==> src/design/drrip_pkg.sv <==
`timescale 1ns / 1ps
// Shared types and constants of the DRRIP/SHiP replacement policy.
// No dependencies; every other design file imports this package.
package drrip_pkg;

  localparam int OP_W   = 1;
  localparam int SETF_W = 11;
  localparam int WAYF_W = 4;
  localparam int PCF_W  = 6;
  localparam int ADF_W  = 6;
  localparam int VICT_W = 4;
  localparam int BIM_W  = 5;

  localparam logic [OP_W-1:0] OP_FIND   = 1'b0;
  localparam logic [OP_W-1:0] OP_UPDATE = 1'b1;

  localparam logic [1:0] RRPV_MAX  = 2'd3;
  localparam logic [1:0] RRPV_LONG = 2'd2;
  localparam logic [1:0] RRPV_NEAR = 2'd0;
  localparam logic [1:0] CNT_MAX   = 2'd3;
  localparam logic [1:0] CNT_REUSE = 2'd2;

  // Commands from the controller to the datapath.
  typedef struct packed {
    logic clr_step;   // write reset values at the sweep index, advance it
    logic load_req;   // capture the accepted beat
    logic reduce;     // fold set and way into range by one step
    logic rd_rows;    // read the RRPV and signature rows of the set
    logic find_wr;    // write aged row back, load result register
    logic hit_wr;     // promote block, read counter of new signature
    logic old_rd;     // read counter of the evicted block's signature
    logic cnt_inc;    // write incremented counter
    logic cnt_dec;    // write decremented counter, read new signature's
    logic miss_wr;    // choose insertion RRPV, write rows, train selector
  } drrip_cmd_t;

  // Status from the datapath to the controller.
  typedef struct packed {
    logic clr_done;
    logic in_range;
    logic is_find;
    logic is_hit;
    logic out_busy;
  } drrip_sts_t;

endpackage

==> src/design/drrip_ctrl.sv <==
`timescale 1ns / 1ps
// Sequencer of the replacement policy: clearing sweep and per-request steps.
// Depends on drrip_pkg for the command and status structs.
module drrip_ctrl (
  input  logic                 clk,
  input  logic                 rst,
  input  logic                 req_valid,
  output logic                 req_ready,
  input  drrip_pkg::drrip_sts_t sts,
  output drrip_pkg::drrip_cmd_t cmd
);
  import drrip_pkg::*;

  localparam logic [3:0] S_CLR  = 4'd0;
  localparam logic [3:0] S_IDLE = 4'd1;
  localparam logic [3:0] S_RED  = 4'd2;
  localparam logic [3:0] S_RD   = 4'd3;
  localparam logic [3:0] S_EX   = 4'd4;
  localparam logic [3:0] S_HINC = 4'd5;
  localparam logic [3:0] S_MDEC = 4'd6;
  localparam logic [3:0] S_MINS = 4'd7;

  logic [3:0] state, state_next;

  always_ff @(posedge clk) begin
    if (rst) state <= S_CLR;
    else     state <= state_next;
  end

  assign req_ready = (state == S_IDLE);

  always_comb begin
    cmd        = '0;
    state_next = state;
    case (state)
      S_CLR: begin
        cmd.clr_step = 1'b1;
        if (sts.clr_done) state_next = S_IDLE;
      end
      S_IDLE: begin
        if (req_valid) begin
          cmd.load_req = 1'b1;
          state_next   = S_RED;
        end
      end
      S_RED: begin
        if (sts.in_range) begin
          cmd.rd_rows = 1'b1;
          state_next  = S_RD;
        end else begin
          cmd.reduce = 1'b1;
        end
      end
      S_RD: state_next = S_EX;
      S_EX: begin
        if (sts.is_find) begin
          // hold until the result register can take the victim
          if (!sts.out_busy) begin
            cmd.find_wr = 1'b1;
            state_next  = S_IDLE;
          end
        end else if (sts.is_hit) begin
          cmd.hit_wr = 1'b1;
          state_next = S_HINC;
        end else begin
          cmd.old_rd = 1'b1;
          state_next = S_MDEC;
        end
      end
      S_HINC: begin
        cmd.cnt_inc = 1'b1;
        state_next  = S_IDLE;
      end
      S_MDEC: begin
        cmd.cnt_dec = 1'b1;
        state_next  = S_MINS;
      end
      S_MINS: begin
        cmd.miss_wr = 1'b1;
        state_next  = S_IDLE;
      end
      default: state_next = S_CLR;
    endcase
  end

endmodule

==> config.mk <==
export PLATFORM = sky130hd
export DESIGN_NAME = drrip_ctrl
export DESIGN_NICKNAME = d
export VERILOG_FILES = /design/src/design/drrip_pkg.sv /design/src/design/drrip_ctrl.sv
export SDC_FILE = /design/constraint.sdc
export NUM_CORES = 1
export LEC_CHECK = 0
export BUFFER_PORTS_ARGS = -buffer_cell sky130_fd_sc_hd__clkbuf_2
export CORE_AREA = 2 2 39 41
export CTS_BUF_LIST = sky130_fd_sc_hd__clkbuf_8
export DETAILED_ROUTE_END_ITERATION = 12
export DIE_AREA = 0 0 41 43
export GPL_ROUTABILITY_DRIVEN = 1
export PLACE_DENSITY_LB_ADDON = 0.2
export SYNTH_ARGS = -nofsm -noshare
export SYNTH_HDL_FRONTEND = slang
export SYNTH_SLANG_ARGS = --single-unit
==> constraint.sdc <==
create_clock -name clk -period 1.3 [get_ports clk]
set_clock_uncertainty 0.15 [all_clocks]
set_input_delay 0.195 -clock clk [delete_from_list [all_inputs] [get_ports clk]]
set_output_delay 0.195 -clock clk [all_outputs]
set_load 0.01 [all_outputs]
==> results of run 1 <==
## metal layers
metal	wire length [µm]	global-route usage (%)
met5	0	0
met3	52	6.28
met4	0	2.00
met1	459	17.6
met2	616	20.0
## cell type report
class                      instances  area share (%)
tap                               16            2.67
clock buffer                       3            5.51
sequential                         3            9.18
inverter                           3            1.50
timing repair buffer              38            36.6
clock inverter                     1           0.501
multi-input combinational         33            44.1
## final timing paths
| check | start | end | slack, ns |
|---|---|---|---|
| setup / recovery | state[1]$_SDFFE_PP0P_ | cmd[1] | -0.20 |
| hold / removal | rst | state[0]$_SDFFE_PP0P_ | 0.10 |
| setup reg to reg | state[1]$_SDFFE_PP0P_ | state[1]$_SDFFE_PP0P_ | -0.17 |
| hold reg to reg | state[0]$_SDFFE_PP0P_ | state[2]$_SDFFE_PP0P_ | 0.61 |
## worst reg2reg max path: cells and delay by family, from the launching register on
kind / cells / cell delay (ns)
AOI/OAI and AO/OA: 2 / 0.44
DFF: 1 / 0.34
and+or+nand+nor: 1 / 0.33
buffers and inverters: 1 / 0.11
## what timing repair did
| action | 4_1_cts | 5_1_grt |
|---|---|---|
| resized for setup | 20 | 18 |
| pin swaps | 8 | 0 |
| endpoints found under the setup margin | 14 | 14 |
| setup buffers | 6 | 2 |
## power breakdown
group          switching (mW)  internal [mW]  leakage (nW)
combinational           0.239          0.314         0.302
sequential             0.0240          0.118        0.0264
clock                  0.0733          0.202        0.0269
total                   0.337          0.635         0.356
## per-stage QoR
step	worst slack [ns]	hold WS, ns	TNS (ns)	instances	utilization (%)
final	-0.205	0.103	-2.13	97	54.2
after CTS	-0.208	0.102	-2.14	95	49.4
after global placement	-0.0578	0.334	-0.288	85	37.8
after detailed placement	-0.0865	0.335	-0.449	85	37.8
after floorplan	-0.0635	0.217	-0.266	42	-
after global routing	-0.240	0.110	-2.79	97	54.2
## logic make-up after synthesis
group,Yosys count,synth area share (%)
flops,3,18.3
buf+inv,6,11.0
simple gates,22,41.8
compound gates,10,26.2
xor+xnor,1,2.66
## synthesized netlist by cell type (2+ instances only)
library cell / instances / area share (%)
nor2_1: 5 / 5.7
dfxtp_1: 3 / 18
inv_1: 3 / 3.4
and2_1: 2 / 3.8
nand2_1: 2 / 2.3
nor3_1: 2 / 3.0
==> impl_metrics.csv, run 1 <==
group,metric,value,unit
floorplanning,initial_core_util,23.8,%
detailed_routing,first_iter_violations,1,
worst_setup_path,crit_chain,"or2b_4, buf_6, nor2_4, buf_6",
synthesis,synth_seq_area_share,18.3,%
cells_and_area,largest-register,"state",
pwr,cellPowerDensity,1300,nW/µm²
worst_setup_path,crit_path_frequent_cell,"buf_6",
cts,cts_tree,"built",
status,status,"complete, but fails checks",
detailed_routing,post_drt_wl_per_cell,11.6,µm
worst_setup_path,crit_buf_inv,2,
cells_and_area,area_delta_synth_final,128,%
detailed_routing,wirelength,1.13,mm
worst_setup_path,required,0.95,ns
synthesis,async_flop_share,0,%
synthesis,yosysUniqueCellTypes,31,
worst_setup_path,startpoint_type,"flip-flop",
cells_and_area,register_area,68.8,µm²
cells_and_area,fillers,129,
floorplanning,die_area,1760,µm²
floorplanning,die_w,41,µm
cts,worstSkewPairLatency,0.22,ns
floorplanning,fp.dieH,43,µm
worst_setup_path,path_max_fanout,4,
worst_setup_path,slowest_stage,"dfxtp_2",
sta,finalSetupViolations,14,
floorplanning,rows,14,
synthesis,syn_nets,50,
sta,rsz0062_at_grt,"yes",
status,violations,"negative setup slack",
worst_setup_path,worstSetupPathDepth,4,
synthesis,yosysWarnings,0,
cells_and_area,final_nets,90,
worst_setup_path,cp_top_family,"simple AND/OR/NAND/NOR gates",
placed_design,placed_area,523,µm²
worst_setup_path,slowest_delay,0.34,ns
placed_design,gp_congestion,0.745,
synthesis,synth.avg_cell_area,7.83,µm²
synthesis,syn_area,329,µm²
hold_path,hold_path_class,"in -> reg",
cells_and_area,design_area,749,µm²
synthesis,synth_edf_count,0,
pwr,ir_drop,0.000893,V
grt,grt_use_total,13.4,%
grt,grt_pass1_vias,412,
grt,grt_max_degree,8,
cts,path_clk_slew,0.04,ns
placed_design,place.port_buffers,18,
floorplanning,floorplan.io_pins,19,
sta,hold_viol,0,
sta,post-route-min-period,1.50,ns
detailed_routing,vias,469,
cells_and_area,drive_above_1_share,75.3,%
cells_and_area,biggestRegsByFlops,"state x3",
cts,cts_hold_buf,0,
sta,drv_slew,0,
cells_and_area,largest_reg_flops,3,
detailed_routing,drc,0,
cts,h-tree-depth,1,
detailed_routing,vias_per_cell,4.84,
cells_and_area,layout_commonest_cell,"buf_4",
grt,grt_overflow,0,
worst_setup_path,crit_type,"reg -> out",
sta,fmax,664,MHz
cts,cts-buffers-inserted,3,
synthesis,synth.ff_latch_count,3,
worst_setup_path,worstRegToRegCells,4,
cts,ctsRootBufferMaster,"clkbuf_8",
pwr,power,0.972,mW
synthesis,synth_ff_type,"dfxtp_1",
cells_and_area,multi_input_area,330,µm²
cells_and_area,final_cell_mix,"buf_4 (16), clkbuf_2 (9), buf_6 (7)",
cts,cts_sinks,3,
pwr,p_leak,0.356,nW
cts,cts_buffer_depth,2,
grt,antenna_found_initial,0,
synthesis,synthCells,42,
worst_setup_path,end_kind,"primary output",
detailed_routing,antenna_left,0,
grt,grt_pass1_wl,1.65,mm
detailed_routing,first_pass_iters,3,
hold_path,hold_depth,3,
floorplanning,core,1380,µm²
sta,worst_slack,-0.205,ns
sta,tightestPinTransition,0.246,ns
sta,min_period_over_period,116,%
worst_setup_path,worstPathArrival,1.16,ns
cells_and_area,num_antenna_cells,0,
run,drv_cap,0,
placed_design,dpl.hpwl,741,µm
sta,relSlewSlack,83.6,%
Note: power is estimated with default switching activity, not from simulation.
==> run 2, diff against run 1 <==
--- a/config.mk
+++ b/config.mk
@@ -5,6 +5,7 @@
 export SDC_FILE = /design/constraint.sdc
 export NUM_CORES = 1
 export LEC_CHECK = 0
+export ABC_AREA = 1
 export BUFFER_PORTS_ARGS = -buffer_cell sky130_fd_sc_hd__clkbuf_2
 export CORE_AREA = 2 2 39 41
 export CTS_BUF_LIST = sky130_fd_sc_hd__clkbuf_8
==> constraint.sdc (replaced) <==
create_clock -name clk -period 1.45 [get_ports clk]
set_clock_uncertainty 0.15 [all_clocks]
set_input_delay 0.2175 -clock clk [delete_from_list [all_inputs] [get_ports clk]]
set_output_delay 0.2175 -clock clk [all_outputs]
set_load 0.01 [all_outputs]
==> run 2 against run 1 <==
  * The run now ends clean
  * Sequential share of layout area up 4.2 points
  * Total power down 2.9%
  * Clock power is 14% lower
  * Largest cell class unchanged
  * Global-route usage is 2.8 points lower
  * Clock-buffer cell count did not move
  * Core utilization is 16 points lower
==> impl_metrics.csv, run 2 <==
group,metric,value,unit
grt,grt_max_degree,8,
cts,h-tree-depth,1,
worst_setup_path,worstPathArrival,1.07,ns
sta,hold_viol,0,
grt,antenna_found_initial,0,
cts,cts_buffer_depth,2,
sta,finalSetupViolations,0,
grt,grt_pass1_wl,1.25,mm
detailed_routing,antenna_left,0,
cells_and_area,area_delta_synth_final,78.2,%
floorplanning,rows,14,
detailed_routing,wl_met1,366,µm
synthesis,yosysUniqueCellTypes,16,
grt,grt_pass1_vias,346,
cells_and_area,final_cell_mix,"inv_1 (13), clkbuf_2 (12), nand2_1 (9)",
synthesis,yosysWarnings,0,
synthesis,synth_compound_area_share,3.35,%
worst_setup_path,timing.rr.start,"state[2]$_SDFFE_PP0P_",
worst_setup_path,startpoint,"state[2]$_SDFFE_PP0P_",
detailed_routing,vias_per_cell,4.32,
cts,cts_sinks,3,
sta,drv_slew,0,
cts,cts-buffers-inserted,3,
synthesis,async_flop_share,0,%
placed_design,place.port_buffers,18,
pwr,p_leak,0.330,nW
placed_design,dpl.hpwl,662,µm
detailed_routing,vias,415,
run,drv_cap,0,
synthesis,synth_fa_ha_area_share,0,%
synthesis,syn_area,299,µm²
synthesis,yosys.area_share.simple,55.2,%
cts,ctsRootBufferMaster,"clkbuf_8",
cells_and_area,num_antenna_cells,0,
synthesis,synthXorXnorAreaFrac,0,%
synthesis,synth_edf_count,0,
sta,worst_slack,0.0119,ns
worst_setup_path,r2r_slack,0.15,ns
synthesis,synth_top_area_share,20.1,%
cells_and_area,largest_reg_flops,3,
synthesis,yosysTopAreaCell,"dfxtp_1",
worst_setup_path,end_kind,"primary output",
synthesis,syn_nets,60,
detailed_routing,wl_met2,493,µm
synthesis,synth.ff_latch_count,3,
sta,fmax,695,MHz
cells_and_area,largest-register,"state",
pwr,ir_drop,0.000813,V
pwr,cellPowerDensity,1770,nW/µm²
worst_setup_path,crit_buf_inv,2,
hold_path,holdCritStartpoint,"rst",
detailed_routing,post_drt_wl_per_cell,9.58,µm
synthesis,synth_seq_area_share,20.1,%
floorplanning,initial_core_util,21.6,%
synthesis,ys_top_cells_by_area,"dfxtp_1 (20%), inv_1 (15%), nand2_1 (13%), nand3_1 (6.7%), nor2_1 (6.3%)",
worst_setup_path,worstSetupPathDepth,5,
sta,min_period_over_period,99.2,%
synthesis,synth.most_common_cell,"inv_1",
cts,worstSkewPairLatency,0.22,ns
sta,tightestPinTransition,0.214,ns
sta,rsz0062_at_grt,"yes",
cts,cts_tree,"built",
worst_setup_path,crit_type,"reg -> out",
worst_setup_path,path_max_fanout,5,
floorplanning,die_w,41,µm
detailed_routing,top_layer,"met4",
floorplanning,die_area,1760,µm²
worst_setup_path,required,1.08,ns
detailed_routing,first_iter_violations,2,
sta,finalSetupTns,0,ns
worst_setup_path,startpoint_type,"flip-flop",
cts,cts_hold_buf,0,
detailed_routing,first_pass_iters,2,
detailed_routing,wirelength,920,µm
cells_and_area,final_cells,96,
worst_setup_path,slowest_delay,0.35,ns
synthesis,synth.avg_cell_area,5.75,µm²
synthesis,synthCells,52,
cells_and_area,drive_above_1_share,51.2,%
cells_and_area,layout_commonest_cell,"inv_1",
cells_and_area,biggestRegsByFlops,"state x3",
worst_setup_path,cp_top_family,"flip-flops",
hold_path,hold_path_class,"in -> reg",
worst_setup_path,worstRegToRegCells,9,
sta,post-route-min-period,1.44,ns
grt,grt_overflow,0,
placed_design,gp_congestion,0.740,
cts,path_clk_slew,0.03,ns
placed_design,dpl_worst_slack,0.0971,ns
synthesis,synth_top_family_by_area,"simple AND/OR/NAND/NOR gates",
synthesis,yosys-top-cells-count,"inv_1 (12), nand2_1 (10), nor2_1 (5), nand3_1 (4)",
worst_setup_path,slowest_stage,"dfxtp_4",
floorplanning,floorplan.io_pins,19,
detailed_routing,met3WireLength,41,µm
floorplanning,fp.dieH,43,µm
detailed_routing,drc,0,
cells_and_area,final_nets,89,
sta,relSlewSlack,85.6,%
placed_design,place_inst,87,
worst_setup_path,crit_chain,"buf_6, nor2_4, nand2_2, nor2_1, buf_2",
worst_setup_path,crit_end,"cmd[8]",
worst_setup_path,r2r_end,"state[0]$_SDFFE_PP0P_",
synthesis,synth.mux.area_fraction,0,%
sta,hold-worst-slack,0.0213,ns
status,status,"complete, no violations",
synthesis,synth_ff_type,"dfxtp_1",
grt,grt_use_total,10.6,%
floorplanning,core,1380,µm²
cells_and_area,final_util,38.5,%
-- run 2: cell types whose count changed after synthesis, sizes merged, moves of 2 or more --
cell	delta
nand4	+2
nand3	+5
inv	+11
and2	-2
nand3b	+2
and3	-2
nand2	+8
nor2	+4
-- run 2: worst reg2reg max path, cell delays in order (launching register included) --
cell and delay, ns:
dfxtp_4 0.36, buf_6 0.12, nor2_4 0.04, buf_4 0.12, nand3_1 0.06, nand2_1 0.06
nor2_2 0.12, nand2_1 0.07, nand2_1 0.05, nor2_1 0.03
-- run 2: cells by family (layout without fill, tap and decap cells) --
logic type	Yosys count	after routing
DFF	3	3
and+or+nand+nor	32	32
buffers and inverters	15	43
AOI/OAI and AO/OA	2	2
-- run 2: through the flow --
step,area (µm²),total power [mW]
5_1_grt,533,1.02
3_5_place_dp,413,0.562
4_1_cts,485,0.869
2_1_floorplan,299,0.431
6_report,533,0.943
3_3_place_gp,413,0.570
-- run 2: worst min path at each step --
| stage | end | cells past startpoint |
|---|---|---|
| 4_1_cts | state[1]$_SDFFE_PP0P_ | 2 |
| 2_1_floorplan | state[1]$_SDFFE_PP0P_ | 1 |
| 3_5_place_dp | state[1]$_SDFFE_PP0P_ | 2 |
| 3_3_place_gp | state[1]$_SDFFE_PP0P_ | 2 |
| 5_1_grt | state[1]$_SDFFE_PP0P_ | 2 |
| 6_report | state[1]$_SDFFE_PP0P_ | 2 |
-- run 2: routing by layer --
| metal | vias to the layer above | GRT usage (%) |
|---|---|---|
| li1 | 217 | - |
| met1 | 186 | 10.5 |
| met2 | 10 | 17.2 |
| met3 | 2 | 1.57 |
| met4 | 0 | 10.0 |
| met5 | - | 0 |
-- run 2: layout make-up --
cell class / instances / area [µm²]
Multi-Input combinational cell: 34 / 198
Fill cell: 162 / 851
Inverter: 14 / 52.6
Clock buffer: 3 / 41.3
Tap cell: 16 / 20.0
Sequential cell: 3 / 71.3
Clock inverter: 1 / 3.75
Timing Repair Buffer: 25 / 146
-- run 2: power breakdown --
| group | switching [mW] | total, mW | internal, mW |
|---|---|---|---|
| Sequential | 0.0552 | 0.183 | 0.128 |
| Clock | 0.0563 | 0.237 | 0.180 |
| Combinational | 0.283 | 0.524 | 0.240 |
-- run 2: repair_timing --
| action | 4_1_cts | 5_1_grt |
|---|---|---|
| setup endpoints to repair | 11 | 8 |
| pin swaps | 2 | 3 |
| setup buffers | 2 | 3 |
| cloned | 0 | 0 |
| gates resized for setup | 6 | 12 |
